### src/rtl/core/complex_elementwise_alu_macros.svh
// ----------------------------------------------------------------------------
// complex_elementwise_alu_macros
// Assertion macros shared by the complex arithmetic unit.
// ----------------------------------------------------------------------------
`ifndef COMPLEX_ELEMENTWISE_ALU_MACROS_SVH
`define COMPLEX_ELEMENTWISE_ALU_MACROS_SVH

// The condition implies the expression in the same cycle.
`define CAE_ASSERT_SAME(label, clk, rst_n, cond, expr, msg) \
  label: assert property (@(posedge clk) disable iff (!rst_n) (cond) |-> (expr)) \
    else $error(msg);

// The condition implies the expression in the next cycle.
`define CAE_ASSERT_NEXT(label, clk, rst_n, cond, expr, msg) \
  label: assert property (@(posedge clk) disable iff (!rst_n) (cond) |=> (expr)) \
    else $error(msg);

`endif

### src/rtl/core/cae_pkg.sv
// ----------------------------------------------------------------------------
// cae_pkg
// Types and constants of the complex arithmetic unit.
// ----------------------------------------------------------------------------
package cae_pkg;

  localparam int FRAC_BITS = 16;
  localparam int QUO_BITS  = 32;
  localparam int NUM_CELLS = QUO_BITS;

  typedef enum logic [2:0] {
    OP_ADD  = 3'd0,
    OP_SUB  = 3'd1,
    OP_MUL  = 3'd2,
    OP_DIV  = 3'd3,
    OP_SQR  = 3'd4,
    OP_NEG  = 3'd5,
    OP_CONJ = 3'd6
  } op_t;

  typedef struct packed {
    logic [2:0]  func;
    logic [31:0] left_re;
    logic [31:0] left_im;
    logic [31:0] right_re;
    logic [31:0] right_im;
  } cae_in_t;

  // Word handed along the divider chain. Non-divide results ride along in
  // res_re, res_im and sat.
  typedef struct packed {
    logic        is_div;
    logic [31:0] res_re;
    logic [31:0] res_im;
    logic        sat;
    logic        dz;
    logic [63:0] den;
    logic        neg_re;
    logic        neg_im;
    logic        ovf_re;
    logic        ovf_im;
    logic [63:0] rem_re;
    logic [63:0] rem_im;
    logic [QUO_BITS-1:0] dvd_re;
    logic [QUO_BITS-1:0] dvd_im;
    logic [QUO_BITS-1:0] quo_re;
    logic [QUO_BITS-1:0] quo_im;
  } cae_word_t;

endpackage

### src/rtl/core/cae_cell.sv
// ----------------------------------------------------------------------------
// cae_cell
// One restoring-division cell: retires one quotient bit of each part.
// ----------------------------------------------------------------------------
module cae_cell (
  input  logic                clk,
  input  logic                rst_n,
  input  logic                i_valid,
  output logic                i_ready,
  input  cae_pkg::cae_word_t  i_word,
  output logic                o_valid,
  input  logic                o_ready,
  output cae_pkg::cae_word_t  o_word
);

  localparam int QB = cae_pkg::QUO_BITS;

  logic               v_r;
  cae_pkg::cae_word_t w_r, w_nxt;
  logic [64:0]        sh_re, sh_im, dif_re, dif_im, den65;
  logic               ge_re, ge_im;

  assign i_ready = !v_r || o_ready;
  assign o_valid = v_r;
  assign o_word  = w_r;

  always_comb begin
    den65  = {1'b0, i_word.den};
    sh_re  = {i_word.rem_re, i_word.dvd_re[QB-1]};
    sh_im  = {i_word.rem_im, i_word.dvd_im[QB-1]};
    dif_re = sh_re - den65;
    dif_im = sh_im - den65;
    ge_re  = (sh_re >= den65);
    ge_im  = (sh_im >= den65);
    w_nxt  = i_word;
    w_nxt.rem_re = ge_re ? dif_re[63:0] : sh_re[63:0];
    w_nxt.rem_im = ge_im ? dif_im[63:0] : sh_im[63:0];
    w_nxt.dvd_re = {i_word.dvd_re[QB-2:0], 1'b0};
    w_nxt.dvd_im = {i_word.dvd_im[QB-2:0], 1'b0};
    w_nxt.quo_re = {i_word.quo_re[QB-2:0], ge_re};
    w_nxt.quo_im = {i_word.quo_im[QB-2:0], ge_im};
  end

  always_ff @(posedge clk) begin
    if (!rst_n) begin
      v_r <= 1'b0;
    end else if (i_ready) begin
      v_r <= i_valid;
    end
  end

  always_ff @(posedge clk) begin
    if (i_ready && i_valid) w_r <= w_nxt;
  end

endmodule

### config.mk
export PLATFORM = sky130hd
export DESIGN_NAME = cae_cell
export DESIGN_NICKNAME = d
export VERILOG_FILES = /design/src/rtl/core/complex_elementwise_alu_macros.svh /design/src/rtl/core/cae_pkg.sv /design/src/rtl/core/cae_cell.sv
export SDC_FILE = /design/constraint.sdc
export NUM_CORES = 1
export LEC_CHECK = 0
export BUFFER_PORTS_ARGS = -buffer_cell sky130_fd_sc_hd__buf_4
export CORE_AREA = 10 10 302 304
export CTS_BUF_LIST = sky130_fd_sc_hd__clkbuf_4
export CTS_CLUSTER_SIZE = 12
export DETAILED_ROUTE_END_ITERATION = 10
export DIE_AREA = 0 0 312 314
export PLACE_DENSITY_LB_ADDON = 0.3
export SYNTH_ARGS = -nofsm -noshare
export SYNTH_HDL_FRONTEND = slang
export SYNTH_SLANG_ARGS = --single-unit
### constraint.sdc
create_clock -name clk -period 26 [get_ports clk]
set_input_delay 6.5 -clock clk [delete_from_list [all_inputs] [get_ports clk]]
set_output_delay 6.5 -clock clk [all_outputs]
set_load 0.02 [all_outputs]
==> results.toml <==
[outcome]
status = "completed"

[finish]
fill_cells = 8775
fin_nets = 3223
layout_common_cells = "791 x buf_4, 389 x edfxtp_1, 183 x nand2_1"
final_common_cell = "buf_4"
area_growth_pct = 39.65
drive_gt1_share_pct = 37.77

[power]
powerDensity_nw_per_um2 = 63.52
vdd_drop_max_uv = 30.43
p_leak_uw = 0.01279

[timing]
rsz0062_at_grt = "false"
hold_ws_ns = 0.5572
fmax_ghz = 0.07446
hold_violations = 0
fin_tns_setup_ns = 0
skew_ns = 0.04328
post-route-period-util_pct = 51.65
slew_viol_final = 0
setup_viol = 0
finalCriticalPeriod_ns = 13.43
tightest_slew_ns = 1.274
relSlewSlack_pct = 12.87

[critical_path]
critical_path_peak_fanout = 3
cp-start-kind = "input port"
path_buf_inv = 2
cp-endpoint = "i_ready"
reg2reg_from = "o_valid$_SDFFE_PN0N_"
r2r_cells = 4
path_cells = "buf_4 -> nand2b_1 -> buf_4"
critPathMaxStageDelay_ns = 0.17
cp_data_arrival_time_ns = 6.93
critPathTopFamily = "buffers and inverters"
path_depth = 3
r2r-end = "o_word[243]$_DFFE_PP_"
crit_required_ns = 19.50
cp_slowest_cell = "buf_4"
cpMostUsedCell = "buf_4"
critPathKind = "input port to output pin"
critPathCaptureType = "output pin"
ff2ff_setup_slack_ns = 22.78
crit_start = "o_ready"

[detailed_routing]
viasPerCell = 4.681
drt_iter0_drc = 1301
routed_wl_microns = 103800
remaining_drc_errors = 0
drt-pass1-iter-count = 5
vias = 18480
drtAntennaViolNets = 0
wl_per_cell_microns = 26.30

[yosys]
syn_inst = 1858
ys_dominant_reg_cell = "edfxtp_1"
synth_cell_types = 81
ys_seq_area_share_pct = 54.45
async_reset_ff_share_pct = 0
ys_ff_latch = 390
ys_warn_count = 0
synth_edf_count = 389
syn_area_sq_um = 21490
synth.avg_cell_area_sq_um = 11.57

[clock_tree]
cts_buffers = 116
root_buffer = "clkbuf_4"
post_cts_resized = 0
cts_tree = "built"
clockBufferDepth = 3
clkSinkCount = 390
postCtsSetupBuffers = 0
clkTransAtPathRegs_ns = 0.06
htree_levels = 3
ctsHoldBuffers = 0
worstSkewPairLatency_ns = 0.91

[global_routing]
grt_pass1_wl_microns = 140500
grtUsageTotal_pct = 20.14
grt_max_degree = 164
grt_pass1_vias = 18540
grt.overflow.total = 0
antenna_found_initial = 36

[placed_design]
gp_congestion = 0.9201
portBuffers = 783
dp_hpwl_microns = 86900

[die]
rows = 107
die_x_microns = 312
die_h_microns = 314
fp.coreArea_sq_um = 84880
start_util_pct = 25.32
pin_count = 788
die_area_sq_um = 97970

[min_path]
hold_path.class = "flop to flop"

[run]
cap_violations = 0
[state kept, by name (all words and copies together), names as in the netlist]
signal	cells
o_valid	1
o_word	389
[kinds of logic after synthesis]
| family | Yosys count | share of synthesized area [%] |
|---|---|---|
| compound gates | 526 | 15.17 |
| simple gates | 446 | 9.677 |
| buf+inv | 183 | 3.814 |
| other cells | 1 | 0.01745 |
| fa+ha+maj | 130 | 7.639 |
| mux | 68 | 4.582 |
| xor+xnor | 114 | 4.646 |
| flops | 390 | 54.45 |
[cell type report]
cell class / count / area (sq um) / share of cell area (%)
Timing Repair Buffer: 792 / 5958 / 19.85
Multi-Input combinational cell: 1286 / 8979 / 29.92
Antenna cell: 16 / 40.04 / 0.1334
Tap cell: 1144 / 1431 / 4.770
Clock buffer: 161 / 1209 / 4.028
Sequential cell: 390 / 11700 / 38.99
Inverter: 112 / 427.9 / 1.426
Clock inverter: 47 / 264.0 / 0.8797
[metrics by stage]
| stage | util (%) | power [uW] | cells | cell area (sq um) | setup WS (ns) |
|---|---|---|---|---|---|
| 2_1_floorplan | - | 1104 | 1859 | 21490 | 9.611 |
| 3_3_place_gp | 33.57 | 1319 | 3724 | 28500 | 12.57 |
| 3_5_place_dp | 33.57 | 1320 | 3724 | 28500 | 12.57 |
| 4_1_cts | 35.31 | 1941 | 3932 | 29970 | 12.57 |
| 5_1_grt | 35.32 | 2007 | 3937 | 29980 | 12.54 |
| 6_report | 35.36 | 1906 | 3948 | 30010 | 12.57 |
[cell usage after synthesis, types with 5 or more instances]
cell      number  share of area (%)
and3_1         9               0.26
o21a_1        14               0.49
nor3_1        29               0.68
buf_2         10               0.23
nor2_1        91                1.6
a21boi_0       7               0.24
o41ai_1        5               0.20
o31ai_1        7               0.24
a21o_1        44                1.5
buf_12         6               0.56
a211oi_1      13               0.45
nand2b_1      11               0.32
or3_1          9               0.26
nand2_1      183                3.2
o21bai_1      38                1.3
mux2_2         7               0.37
nand3_1       20               0.47
nand4_1       44                1.3
ha_1         128                7.5
mux2_4        59                4.1
a31oi_1       10               0.29
nor4_1         9               0.26
xor2_1        38                1.5
clkbuf_1      51               0.89
nor2b_1       10               0.29
edfxtp_1     389                 54
a21oi_1      170                4.0
inv_1        111                1.9
and2_1         8               0.23
xnor2_1       76                3.1
o21ai_0      150                3.5
o211ai_1      12               0.42
[how the worst min path moves through the flow]
stage                         startpoint                   end  cells after the start
detailed placement  o_valid$_SDFFE_PN0N_  o_valid$_SDFFE_PN0N_                      2
global route        o_valid$_SDFFE_PN0N_  o_valid$_SDFFE_PN0N_                      2
floorplan           o_valid$_SDFFE_PN0N_  o_valid$_SDFFE_PN0N_                      2
CTS                 o_valid$_SDFFE_PN0N_  o_valid$_SDFFE_PN0N_                      2
global placement    o_valid$_SDFFE_PN0N_  o_valid$_SDFFE_PN0N_                      2
finish              o_valid$_SDFFE_PN0N_  o_valid$_SDFFE_PN0N_                      2
[per-layer routing]
metal	wire (microns)	share of wire, %	GRT usage, %	vias up
met1	37380	36	20.59	8804
met4	4734	4.6	9.627	36
met5	246	0.24	0	-
met3	8761	8.4	7.645	180
met2	52710	51	35.93	737
li1	-	-	-	8724
[where the power goes]
part / switching [uW] / leakage [uW] / internal (uW)
combinational: 307 / 0.00815 / 219
clock: 296 / 0.000865 / 306
sequential: 15.8 / 0.00378 / 762
total: 619 / 0.0128 / 1290
[worst reg2reg max path, stage by stage, from the launching register on]
cell and delay [ns]:
dfxtp_1 0.31, nand2b_1 0.10, and2_4 0.74, buf_4 0.83, buf_4 0.79
Note: power is estimated with default switching activity, not from simulation.
