[src/rtl/core/complex_elementwise_alu_macros.svh]
// ----------------------------------------------------------------------------
// complex_elementwise_alu_macros
// Assertion macros shared by the complex arithmetic unit.
// ----------------------------------------------------------------------------
`ifndef COMPLEX_ELEMENTWISE_ALU_MACROS_SVH
`define COMPLEX_ELEMENTWISE_ALU_MACROS_SVH

// The condition implies the expression in the same cycle.
`define CAE_ASSERT_SAME(label, clk, rst_n, cond, expr, msg) \
  label: assert property (@(posedge clk) disable iff (!rst_n) (cond) |-> (expr)) \
    else $error(msg);

// The condition implies the expression in the next cycle.
`define CAE_ASSERT_NEXT(label, clk, rst_n, cond, expr, msg) \
  label: assert property (@(posedge clk) disable iff (!rst_n) (cond) |=> (expr)) \
    else $error(msg);

`endif

[src/rtl/core/cae_pkg.sv]
// ----------------------------------------------------------------------------
// cae_pkg
// Types and constants of the complex arithmetic unit.
// ----------------------------------------------------------------------------
package cae_pkg;

  localparam int FRAC_BITS = 16;
  localparam int QUO_BITS  = 32;
  localparam int NUM_CELLS = QUO_BITS;

  typedef enum logic [2:0] {
    OP_ADD  = 3'd0,
    OP_SUB  = 3'd1,
    OP_MUL  = 3'd2,
    OP_DIV  = 3'd3,
    OP_SQR  = 3'd4,
    OP_NEG  = 3'd5,
    OP_CONJ = 3'd6
  } op_t;

  typedef struct packed {
    logic [2:0]  func;
    logic [31:0] left_re;
    logic [31:0] left_im;
    logic [31:0] right_re;
    logic [31:0] right_im;
  } cae_in_t;

  // Word handed along the divider chain. Non-divide results ride along in
  // res_re, res_im and sat.
  typedef struct packed {
    logic        is_div;
    logic [31:0] res_re;
    logic [31:0] res_im;
    logic        sat;
    logic        dz;
    logic [63:0] den;
    logic        neg_re;
    logic        neg_im;
    logic        ovf_re;
    logic        ovf_im;
    logic [63:0] rem_re;
    logic [63:0] rem_im;
    logic [QUO_BITS-1:0] dvd_re;
    logic [QUO_BITS-1:0] dvd_im;
    logic [QUO_BITS-1:0] quo_re;
    logic [QUO_BITS-1:0] quo_im;
  } cae_word_t;

endpackage

[src/rtl/core/cae_post.sv]
// ----------------------------------------------------------------------------
// cae_post
// Quotient rounding, sign, saturation and the output register.
// ----------------------------------------------------------------------------
module cae_post (
  input  logic                clk,
  input  logic                rst_n,
  input  logic                i_valid,
  output logic                i_ready,
  input  cae_pkg::cae_word_t  i_word,
  output logic                o_valid,
  input  logic                o_ready,
  output logic [31:0]         o_re,
  output logic [31:0]         o_im,
  output logic                o_sat,
  output logic                o_dz
);

  localparam int QB = cae_pkg::QUO_BITS;

  // Returns {clipped, value}.
  function automatic logic [32:0] fin(input logic [QB-1:0] quo,
                                      input logic [63:0] rem,
                                      input logic [63:0] den,
                                      input logic neg, input logic ovf);
    logic [32:0] q1;
    logic [32:0] lim;
    logic [32:0] nq;
    logic        up;
    logic [32:0] r;
    up  = ({rem, 1'b0} >= {1'b0, den});
    q1  = {1'b0, quo} + {32'd0, up};
    lim = neg ? 33'h0_8000_0000 : 33'h0_7FFF_FFFF;
    nq  = -q1;
    if (ovf || (q1 > lim)) begin
      r = {1'b1, (neg ? 32'h8000_0000 : 32'h7FFF_FFFF)};
    end else begin
      r = {1'b0, (neg ? nq[31:0] : q1[31:0])};
    end
    return r;
  endfunction

  logic        v_r;
  logic [31:0] re_r, im_r, re_nxt, im_nxt;
  logic        sat_r, dz_r, sat_nxt, dz_nxt;
  logic [32:0] f_re, f_im;

  assign i_ready = !v_r || o_ready;
  assign o_valid = v_r;
  assign o_re    = re_r;
  assign o_im    = im_r;
  assign o_sat   = sat_r;
  assign o_dz    = dz_r;

  always_comb begin
    f_re = fin(i_word.quo_re, i_word.rem_re, i_word.den, i_word.neg_re, i_word.ovf_re);
    f_im = fin(i_word.quo_im, i_word.rem_im, i_word.den, i_word.neg_im, i_word.ovf_im);
    if (!i_word.is_div) begin
      re_nxt  = i_word.res_re;
      im_nxt  = i_word.res_im;
      sat_nxt = i_word.sat;
      dz_nxt  = 1'b0;
    end else if (i_word.dz) begin
      re_nxt  = '0;
      im_nxt  = '0;
      sat_nxt = 1'b0;
      dz_nxt  = 1'b1;
    end else begin
      re_nxt  = f_re[31:0];
      im_nxt  = f_im[31:0];
      sat_nxt = f_re[32] | f_im[32];
      dz_nxt  = 1'b0;
    end
  end

  always_ff @(posedge clk) begin
    if (!rst_n) begin
      v_r <= 1'b0;
    end else if (i_ready) begin
      v_r <= i_valid;
    end
  end

  always_ff @(posedge clk) begin
    if (i_ready && i_valid) begin
      re_r  <= re_nxt;
      im_r  <= im_nxt;
      sat_r <= sat_nxt;
      dz_r  <= dz_nxt;
    end
  end

endmodule

[config.mk]
export PLATFORM = sky130hd
export DESIGN_NAME = cae_post
export DESIGN_NICKNAME = d
export VERILOG_FILES = /design/src/rtl/core/complex_elementwise_alu_macros.svh /design/src/rtl/core/cae_pkg.sv /design/src/rtl/core/cae_post.sv
export SDC_FILE = /design/constraint.sdc
export NUM_CORES = 1
export LEC_CHECK = 0
export ABC_AREA = 0
export BUFFER_PORTS_ARGS = -buffer_cell sky130_fd_sc_hd__buf_2
export CORE_AREA = 2 2 181 183
export DETAILED_ROUTE_END_ITERATION = 10
export DIE_AREA = 0 0 183 185
export GPL_TIMING_DRIVEN = 0
export SLEW_MARGIN = 30
export SYNTH_ARGS = -nofsm -noshare
export SYNTH_HDL_FRONTEND = slang
export SYNTH_SLANG_ARGS = --single-unit
[constraint.sdc]
create_clock -name clk -period 6.8 [get_ports clk]
set_input_delay 0 -clock clk [delete_from_list [all_inputs] [get_ports clk]]
set_output_delay 0 -clock clk [all_outputs]
set_load 0.01 [all_outputs]
==> results of run 1 <==
power breakdown:
group	total (mW)	switching, mW	leakage (nW)	internal, mW
Sequential	0.502	0.00772	0.662	0.494
Clock	0.544	0.220	0.156	0.324
Combinational	0.768	0.443	6.17	0.326
Total	1.81	0.670	6.99	1.14
cells in the final DEF, fill, tap and decap left out, drive strengths merged, types with 16 or more instances in the layout:
master,count
nand2,88
dlygate4sd3,59
edfxtp,66
nor2b,17
o21ai,56
nor3,36
buf,410
ha,196
xnor2,35
o2bb2ai,38
nand4,67
inv,128
xor2,26
a21oi,144
a211oi,25
clkbuf,54
o21a,16
a21o,47
mux2i,17
nand3,82
nor2,46
nor4,22
per-stage QoR:
stage	power, mW	hold slack [ns]
2_1_floorplan	0.930	0.139
3_3_place_gp	1.21	0.263
3_5_place_dp	1.23	0.259
4_1_cts	1.80	0.00837
5_1_grt	1.92	0.0266
6_report	1.81	0.0190
layout make-up:
cell class	instances	area [um^2]	share of cell area [%]
antenna	6	15.0	0.100
buffer	62	283	1.89
clock buffer	9	225	1.51
clock inverter	7	98.8	0.662
inverter	129	484	3.24
multi-input combinational	1148	8730	58.4
sequential	67	2000	13.4
tap	408	510	3.42
timing repair buffer	452	2600	17.4
registers in the layout (all words and copies together) (netlist names):
register	count
o_dz	1
o_im	32
o_re	32
o_sat	1
o_valid	1
logic make-up after synthesis:
group | Yosys count | share of synthesized area [%]
DFF | 67 | 17.8
xor gates and xnor gates | 61 | 4.75
AOI/OAI and AO/OA | 426 | 25.2
and+or+nand+nor | 444 | 21.9
muxes | 21 | 1.95
adders and majority gates | 196 | 21.8
buffers and inverters | 194 | 6.69
per-layer routing:
layer  track usage [%]  wire length [um]  share of wire, %
met1              29.8             18300                41
met2              46.1             21700                49
met3              4.58              2890               6.5
met4              8.58              1230               2.8
met5                 0                44              0.10
critical path: cells and delay by family:
kind,cells,cell delay [ns]
AOI/OAI and AO/OA,8,1.32
and+or+nand+nor,11,3.49
adders and majority gates,3,0.82
xor gates and xnor gates,1,0.25
buffers and inverters,5,0.67
worst min path at each step:
stage | to | cells past startpoint
final | o_im[8] | 2
after global routing | o_im[8] | 2
after CTS | o_re[14] | 2
after detailed placement | o_valid | 2
after global placement | o_valid | 3
after floorplan | o_valid | 2
what timing repair did:
item	4_1_cts	5_1_grt
endpoints found under the setup margin	63	65
hold buffers	56	3
endpoints found under the hold margin	55	3
pin swaps	1	4
setup buffers	2	5
resized for setup	20	41
==> summary.txt, run 1 <==
Logic synthesis
  – Mapped Area: 0.0113 mm^2
  – Synth async-reset ratio: 0%
  – Post-Synthesis Net Count: 2000
  – Post-synth EDFFs: 66
  – Top cell type's share of synthesized area: 21.8%
  – Sequential area share after synthesis: between 15 and 20%
  – Synth top cells by count: 196 x ha_1, 143 x a21oi_1, 123 x inv_1
  – Most numerous cell in the Yosys netlist: ha_1
  – Netlist cell types: 83
  – Synth warn: 0
  – Ys flop type: edfxtp_1
  – Yosys top cell by area: ha_1
  – Top post-synthesis cells by area: ha_1 22%, edfxtp_1 18%, a21oi_1 6.4%
  – Post-synthesis sequential element count: 67
  – Avg Inst Size Synth: 7.99 um^2
  – Mapped Cells: 1409

Worst setup path
  – Reg-to-reg startpoint: o_valid
  – Worst R2R End: o_im[15]
  – Slowest-stage cell, CP: or4_1
  – Worst Path Max Fanout: 10
  – Crit path DAT: 6.60 ns
  – Crit. End Element: register
  – CP required: 6.97 ns
  – R2r setup slk: 5.38 ns
  – Setup crit end: o_im[16]
  – Peak per-stage delay on the critical path: between 0.5 and 0.6 ns
  – Crit path launch: i_word[322]
  – Crit-path most repeated cell: ha_1
  – Crit Path Category: in2reg
  – Reg2Reg Depth: 3
  – Setup crit start kind: input port

Power and ir drop
  – Pwr/cell area: 121 mW/mm^2
  – Maximum vdd drop: 125 uV
  – Leakage: about 7 nW

STA
  – Max Clock Skew: 0.0178 ns
  – Worst slew pin tran: 0.888 ns
  – Fin worst setup slack: 0.376 ns
  – Endpoints failing setup: 0
  – Slew headroom: 40.8%
  – Min Tclk post-route: 6.42 ns
  – Fin crit share: a little over nine tenths
  – Final Max Slew Viols: 0
  – Endpoints failing hold: 0
  – Fmax: 0.156 GHz
  – Setup TNS Final: 0 ns

Placement
  – Placed Cells: 2203
  – Gpl congestion: 0.951
  – # port buffers: just under 400
  – DP Area: between 0.01 and 0.015 mm^2
  – HPWL after detailed placement: 36900 um
  – Pre-CTS setup slack: -1.12 ns

Global route
  – GRT Total Usage: 25.3%
  – Largest net degree at the start of global routing: 48
  – Total gr overflow: 0
  – Global-route wire length before repair: 66700 um
  – Initial antenna violation count: 9
  – Vias in the first global route: 12400

Finish
  – Final #Nets: 2460
  – Design Area, Final: 0.0149 mm^2
  – Layout Utilization: 46.6%
  – Ratio of cells with drive above 1 in the final layout: 26.5%
  – Layout Cells excl Fill: 2288
  – Syn-to-layout area delta: 32.8%
  – FILL cells: roughly 3300

Route
  – Remaining DRCs: 0
  – Drt pass-1 iters: 5
  – DRT iter0 DRCs: 725
  – Final ANT Viol Nets: 0
  – Vias: 12800
  – Wirelength per Cell: 19.3 um
  – WL final: 44100 um
  – DR vias/cell: 5.59

Die
  – Die H: 185 um
  – Starting Density: 35.1%
  – Num rows: 66
  – I/O pin cnt: roughly 460
  – Full die area: 0.0339 mm^2
  – Core Region: ~0.032 mm^2
  – Die width: 183 um

Clock network
  – Worst-Skew Late Latency: between 0.3 and 0.4 ns
  – Clock buffer count from CTS: 9
  – CTS Sinks: 67
  – CTS root buffer: clkbuf_16
  – CTS tree: built
  – Clk buf depth: 2
  – H-tree depth: 3
  – CTS clk-pin slew, worst paths: 0.07 ns

Status
  – Status: finished, final reports clean

Worst hold path
  – Worst hold start: i_word[334]
  – Worst Hold Class: in2reg

Run
  – Max_cap viols: 0
Note: power is estimated with default switching activity, not from simulation.
==> run 2: changes to the inputs <==
==> constraint.sdc (replaced) <==
create_clock -name clk -period 5.6 [get_ports clk]
set_input_delay 0 -clock clk [delete_from_list [all_inputs] [get_ports clk]]
set_output_delay 0 -clock clk [all_outputs]
set_load 0.01 [all_outputs]
==> summary.txt, run 2 (same netlist as run 1, synthesis figures left out) <==
Power and ir drop
  – Reg power frac: 25.5% (-2.2 points)
  – Pwr/cell area: 138 mW/mm^2 (+14%)
  – Sw power: 0.878 mW (+31%)
  – Leakage: 7.86 nW (+12%)
  – Power, Total: 2.40 mW (+32%)
  – P_int: 1.52 mW (+33%)
  – Switching share of total power: 36.6% (-0.31 points)
  – Gate power share: 47.2% (+4.9 points)
  – Maximum vdd drop: 139 uV (+12%)
  – Clock group share of total power: 27.3% (-2.7 points)

Global route
  – Grt met2 use: 47.9% (+1.8 points)
  – GRT Total Usage: 26.3% (+1.1 points)
  – GR Util met1: 31.0% (+1.2 points)
  – Met3 Usage GRT: 4.25% (-0.33 points)
  – Total gr overflow: 0 (unchanged)
  – Global-route wire length before repair: 70100 um (+5.2%)
  – Initial antenna violation count: 4 (-5)
  – Largest net degree at the start of global routing: 36 (-25%)
  – Grt peak-use layer: met2
  – Vias in the first global route: 13100 (+5.9%)

Worst setup path
  – Reg2Reg Depth: 3 (unchanged)
  – Peak per-stage delay on the critical path: 0.53 ns (-0.03 ns)
  – Setup crit end: o_im[25]
  – Crit path max-delay family: simple AND/OR/NAND/NOR gates
  – WP buf/inv: 5 (unchanged)
  – CP Depth: 27 (-3.6%)
  – Slowest-stage cell, CP: or4_4
  – Crit Path Category: in2reg
  – Crit. End Element: register
  – Crit path DAT: 5.83 ns (-0.77 ns)
  – CP required: 5.67 ns (-1.30 ns)
  – Setup crit start kind: input port
  – R2r setup slk: 4.06 ns (-1.32 ns)
  – Worst R2R End: o_im[10]
  – Worst Path Max Fanout: 10 (unchanged)
  – Crit path launch: i_word[318]
  – Reg-to-reg startpoint: o_valid

Finish
  – Most frequent cells in the layout: 378 x buf_2, 171 x ha_1, 103 x buf_4
  – Layout Cells excl Fill: 2387 (+4.3%)
  – Syn-to-layout area delta: 54.4%
  – Final #Nets: 2563 (+4.2%)
  – Commonest non-fill, non-tap cell in the layout: buf_2
  – Ratio of cells with drive above 1 in the final layout: 39.2% (+13 points)

Route
  – DR vias/cell: 5.66 (+1.3%)
  – Remaining DRCs: 0 (unchanged)
  – Drt pass-1 iters: 5 (unchanged)
  – WL final: 47000 um (+6.6%)
  – Wirelength per Cell: 19.7 um (+2.1%)
  – DRT iter0 DRCs: 941 (+30%)
  – Final ANT Viol Nets: 0 (unchanged)
  – Vias: 13500 (+5.6%)

Placement
  – Pre-CTS setup slack: -2.15 ns (-1.03 ns)
  – Placed Cells: 2203 (unchanged)
  – # port buffers: 385 (unchanged)
  – HPWL after detailed placement: 36300 um (-1.6%)
  – Gpl congestion: 0.905 (-4.8%)

Status
  – Status: complete, but fails checks
  – Failing checks: setup timing

STA
  – Fmax: approximately 0.17 GHz
  – Setup TNS Final: -2.32 ns (-2.32 ns)
  – Slew headroom: 30.3% (-11 points)
  – Fin crit share: 103%
  – RSZ-0062 raised after global routing: true
  – Min Tclk post-route: between 5 and 6 ns
  – Endpoints failing hold: 0 (unchanged)
  – Worst slew pin tran: 1.05 ns (+0.158 ns)
  – Max Clock Skew: 0.0115 ns (-0.00624 ns)
  – Final Max Slew Viols: 0 (unchanged)
  – Fin worst setup slack: -0.160 ns (-0.536 ns)
  – Endpoints failing setup: 28 (+28)

Die
  – Full die area: 0.0339 mm^2 (unchanged)
  – Core Region: 0.0320 mm^2 (unchanged)
  – Die width: 183 um (unchanged)
  – Die H: 185 um (unchanged)
  – I/O pin cnt: 463 (unchanged)
  – Starting Density: 35.1% (unchanged)
  – Num rows: 66 (unchanged)

Clock network
  – CTS Sinks: 67 (unchanged)
  – CTS clk-pin slew, worst paths: 0.06 ns (about the same)
  – Worst-Skew Late Latency: 0.35 ns (-0.02 ns)
  – H-tree depth: 3 (unchanged)
  – Clk buf depth: 2 (unchanged)
  – CTS root buffer: clkbuf_16
  – CTS tree: built
  – Clock buffer count from CTS: 9 (unchanged)

Run
  – Max_cap viols: 0 (unchanged)

Worst hold path
  – Worst Hold Class: in2reg
==> run 2: how the worst min path moves through the flow <==
stage | start | end | slack, ns | cells after the start
2_1_floorplan | i_valid | o_valid | 0.14 | 2
3_3_place_gp | i_valid | o_valid | 0.26 | 3
3_5_place_dp | i_word[325] | o_sat | 0.28 | 2
4_1_cts | i_word[376] | o_re[18] | 0.01 | 2
5_1_grt | i_word[374] | o_re[16] | 0.003 | 2
6_report | i_word[374] | o_re[16] | 0.006 | 2
==> run 2: power groups by stage <==
stage                     clock (mW)  combinational [mW]  sequential [mW]
after floorplan                    0               0.488            0.643
after global placement             0               0.850            0.623
after detailed placement           0               0.867            0.621
after CTS                      0.659                1.03            0.610
after global routing           0.678                1.24            0.613
final                          0.654                1.13            0.610
==> run 2: layout make-up <==
cell class                      count  area, um^2
Clock inverter                      6        97.6
Multi-Input combinational cell   1149       10100
Clock buffer                       10         239
Timing Repair Buffer              556        3590
Antenna cell                        2        5.00
Sequential cell                    67        2000
Fill cell                        2965       14700
Buffer                             60         368
Tap cell                          408         510
Inverter                          129         499
==> run 2: metal layers <==
metal / wire [um] / part of all wire [%]
met5: 34 / 0.072
met1: 18700 / 40
met2: 23100 / 49
met3: 3460 / 7.4
met4: 1790 / 3.8
==> run 2: per-stage QoR <==
step,util [%],hold slack (ns),cell area (um^2)
3_3_place_gp,42.9,0.259,13700
6_report,54.2,0.00621,17400
3_5_place_dp,42.9,0.281,13800
2_1_floorplan,-,0.139,11300
5_1_grt,54.2,0.00350,17400
4_1_cts,50.9,0.00972,16300
==> run 2: worst reg2reg max path, stage by stage, from the launching register on <==
cell and delay [ns]:
dfxtp_1 0.31, nand2b_1 0.12, and2_4 0.48, buf_12 0.29
==> run 2: repair_timing <==
action | 4_1_cts | 5_1_grt
cloned | 2 | 4
hold endpoints to repair | 57 | 0
hold buffers | 58 | 0
pin swaps | 64 | 76
endpoints found under the setup margin | 65 | 65
buffers inserted | 68 | 40
resized for setup | 208 | 133
==> run 3: changes to the inputs <==
--- a/config.mk
+++ b/config.mk
@@ -11,6 +11,7 @@
 export DETAILED_ROUTE_END_ITERATION = 10
 export DIE_AREA = 0 0 183 185
 export GPL_TIMING_DRIVEN = 0
+export SETUP_SLACK_MARGIN = 0.1
 export SLEW_MARGIN = 30
 export SYNTH_ARGS = -nofsm -noshare
 export SYNTH_HDL_FRONTEND = slang
==> constraint.sdc (replaced) <==
create_clock -name clk -period 5.6 [get_ports clk]
set_input_delay 0.56 -clock clk [delete_from_list [all_inputs] [get_ports clk]]
set_output_delay 0.56 -clock clk [all_outputs]
set_load 0.01 [all_outputs]
==> summary.txt, run 3 (same netlist as run 1, synthesis figures left out) <==
Global route
  – Largest net degree at the start of global routing: 44 (+22%)
  – GRT Total Usage: 26.4% (+0.061 points)
  – Total gr overflow: 0 (unchanged)
  – Vias in the first global route: 12700 (-3.0%)
  – Global-route wire length before repair: 70100 um (about the same)
  – Initial antenna violation count: 6 (+2)

Die
  – Num rows: 66 (unchanged)
  – Core Region: 0.0320 mm^2 (unchanged)
  – Die width: 183 um (unchanged)
  – Starting Density: 35.1% (unchanged)
  – Full die area: 0.0339 mm^2 (unchanged)
  – I/O pin cnt: 463 (unchanged)
  – Die H: 185 um (unchanged)

Worst setup path
  – CP required: 5.65 ns (-0.02 ns)
  – Reg2Reg Depth: 3 (unchanged)
  – Setup crit start kind: input port
  – Slowest-stage cell, CP: or4b_4
  – R2r setup slk: 4.16 ns (+0.10 ns)
  – Crit-path most repeated cell: nor4_4
  – Crit Path Category: in2reg
  – Crit path DAT: 6.57 ns (+0.74 ns)
  – Worst Path Max Fanout: 6 (-4)
  – Reg-to-reg startpoint: o_valid
  – Crit. End Element: register
  – Worst R2R End: o_re[9]
  – Peak per-stage delay on the critical path: 0.56 ns (+0.03 ns)

Placement
  – # port buffers: 385 (unchanged)
  – Gpl congestion: 0.954 (+5.5%)
  – DP Area: 0.0141 mm^2 (+2.8%)
  – Pre-CTS setup slack: -1.98 ns (+0.168 ns)
  – HPWL after detailed placement: 36900 um (+1.5%)

STA
  – Endpoints failing setup: 65 (+130%)
  – Fmax: 0.153 GHz (-12%)
  – Final Max Slew Viols: 0 (unchanged)
  – Endpoints failing hold: 0 (unchanged)
  – Slew headroom: 30.0% (-0.27 points)
  – Min Tclk post-route: 6.52 ns (+0.758 ns)
  – Fin crit share: 116% (+14 points)
  – Worst slew pin tran: 1.05 ns (+0.00404 ns)
  – Max Clock Skew: 0.00781 ns (-0.00373 ns)
  – RSZ-0062 raised after global routing: true
  – Fin worst setup slack: -0.918 ns (-0.758 ns)

Route
  – Vias: 13400 (-0.54%)
  – DRT iter0 DRCs: 999 (+6.2%)
  – Drt pass-1 iters: 6 (+1)
  – DR vias/cell: 5.77 (+2.0%)
  – Wirelength per Cell: 20.4 um (+3.8%)
  – Final ANT Viol Nets: 0 (unchanged)
  – Remaining DRCs: 0 (unchanged)
  – WL final: 47600 um (+1.3%)

Clock network
  – H-tree depth: 3 (unchanged)
  – CTS root buffer: clkbuf_16
  – CTS clk-pin slew, worst paths: 0.06 ns (about the same)
  – CTS Sinks: 67 (unchanged)
  – CTS Hold Bufs: 0 (-100%)
  – Worst-Skew Late Latency: 0.35 ns (about the same)
  – Clock buffer count from CTS: 9 (unchanged)
  – Clk buf depth: 2 (unchanged)
  – CTS tree: built

Finish
  – Design Area, Final: 0.0172 mm^2 (-1.2%)
  – Ratio of cells with drive above 1 in the final layout: 42.3% (+3.1 points)
  – Syn-to-layout area delta: 52.5%
  – FILL cells: 3011 (+1.6%)
  – Final #Nets: 2500 (-2.5%)
  – Commonest non-fill, non-tap cell in the layout: buf_2
  – Most frequent cells in the layout: 386 x buf_2, 167 x ha_1, 108 x inv_1

Worst hold path
  – WHS Endpoint: o_valid
  – Worst Hold Class: in2reg
  – Hold Path Stages: 2 (unchanged)
  – Worst hold start: rst_n

Run
  – Max_cap viols: 0 (unchanged)

Power and ir drop
  – Leakage: 7.65 nW (-2.7%)
  – Maximum vdd drop: 107 uV (-23%)
  – Pwr/cell area: 139 mW/mm^2 (+1.1%)

Status
  – Status: complete, but fails checks
  – Failing checks: setup timing
[run 3: metrics by stage]
| step | util, % | hold slack (ns) | total power [mW] | std cells | setup TNS, ns |
|---|---|---|---|---|---|
| after floorplan | - | 0.610 | 1.16 | 1409 | -8.22 |
| after global placement | 44.0 | 0.517 | 1.51 | 2202 | -108.03 |
| after detailed placement | 44.1 | 0.565 | 1.53 | 2203 | -112.22 |
| after CTS | 50.3 | 0.464 | 2.27 | 2296 | -26.45 |
| after global routing | 53.6 | 0.483 | 2.53 | 2328 | -51.18 |
| final | 53.6 | 0.474 | 2.39 | 2328 | -36.94 |
[run 3: layout make-up]
type / instances / area, um^2 / share of cell area, %
Sequential cell: 67 / 2000 / 11.7
Timing Repair Buffer: 490 / 2930 / 17.1
Clock inverter: 7 / 82.6 / 0.481
Inverter: 129 / 522 / 3.04
Antenna cell: 6 / 15.0 / 0.0875
Tap cell: 408 / 510 / 2.97
Buffer: 64 / 445 / 2.59
Clock buffer: 9 / 225 / 1.31
Multi-Input combinational cell: 1148 / 10400 / 60.8
[run 3: worst max-delay path, delay by kind of cell]
family / cells / cell delay [ns]
and+or+nand+nor: 10 / 3.39
AOI/OAI and AO/OA: 8 / 1.13
adders and majority gates: 3 / 0.79
buffers and inverters: 5 / 0.51
xor gates and xnor gates: 1 / 0.19
[run 3: worst max path at each step]
| stage | from | end | slack [ns] | cells past startpoint |
|---|---|---|---|---|
| floorplan | i_word[261] | o_im[23] | -0.31 | 30 |
| global placement | i_word[310] | o_im[2] | -1.94 | 30 |
| detailed placement | i_word[310] | o_im[2] | -1.98 | 30 |
| CTS | i_word[322] | o_im[26] | -0.76 | 27 |
| global route | i_word[320] | o_im[16] | -1.12 | 29 |
| finish | i_word[320] | o_im[31] | -0.92 | 27 |
[run 3: metal layers]
metal	track usage, %	part of all wire, %	vias to the layer above
li1	-	-	6386
met1	34.1	42	6391
met2	46.0	48	564
met3	3.26	6.0	100
met4	8.10	3.2	0
met5	0	0	-
[run 3: power breakdown]
group / total [mW] / internal (mW) / leakage [nW] / switching (mW)
registers: 0.610 / 0.600 / 0.662 / 0.00992
clock network: 0.604 / 0.353 / 0.145 / 0.251
logic: 1.18 / 0.521 / 6.84 / 0.658
[run 3: repair_timing]
action	CTS	global route
setup endpoints to repair	65	65
buffers inserted	78	29
gates resized for setup	199	147
pin swaps	96	85
gates cloned	4	1
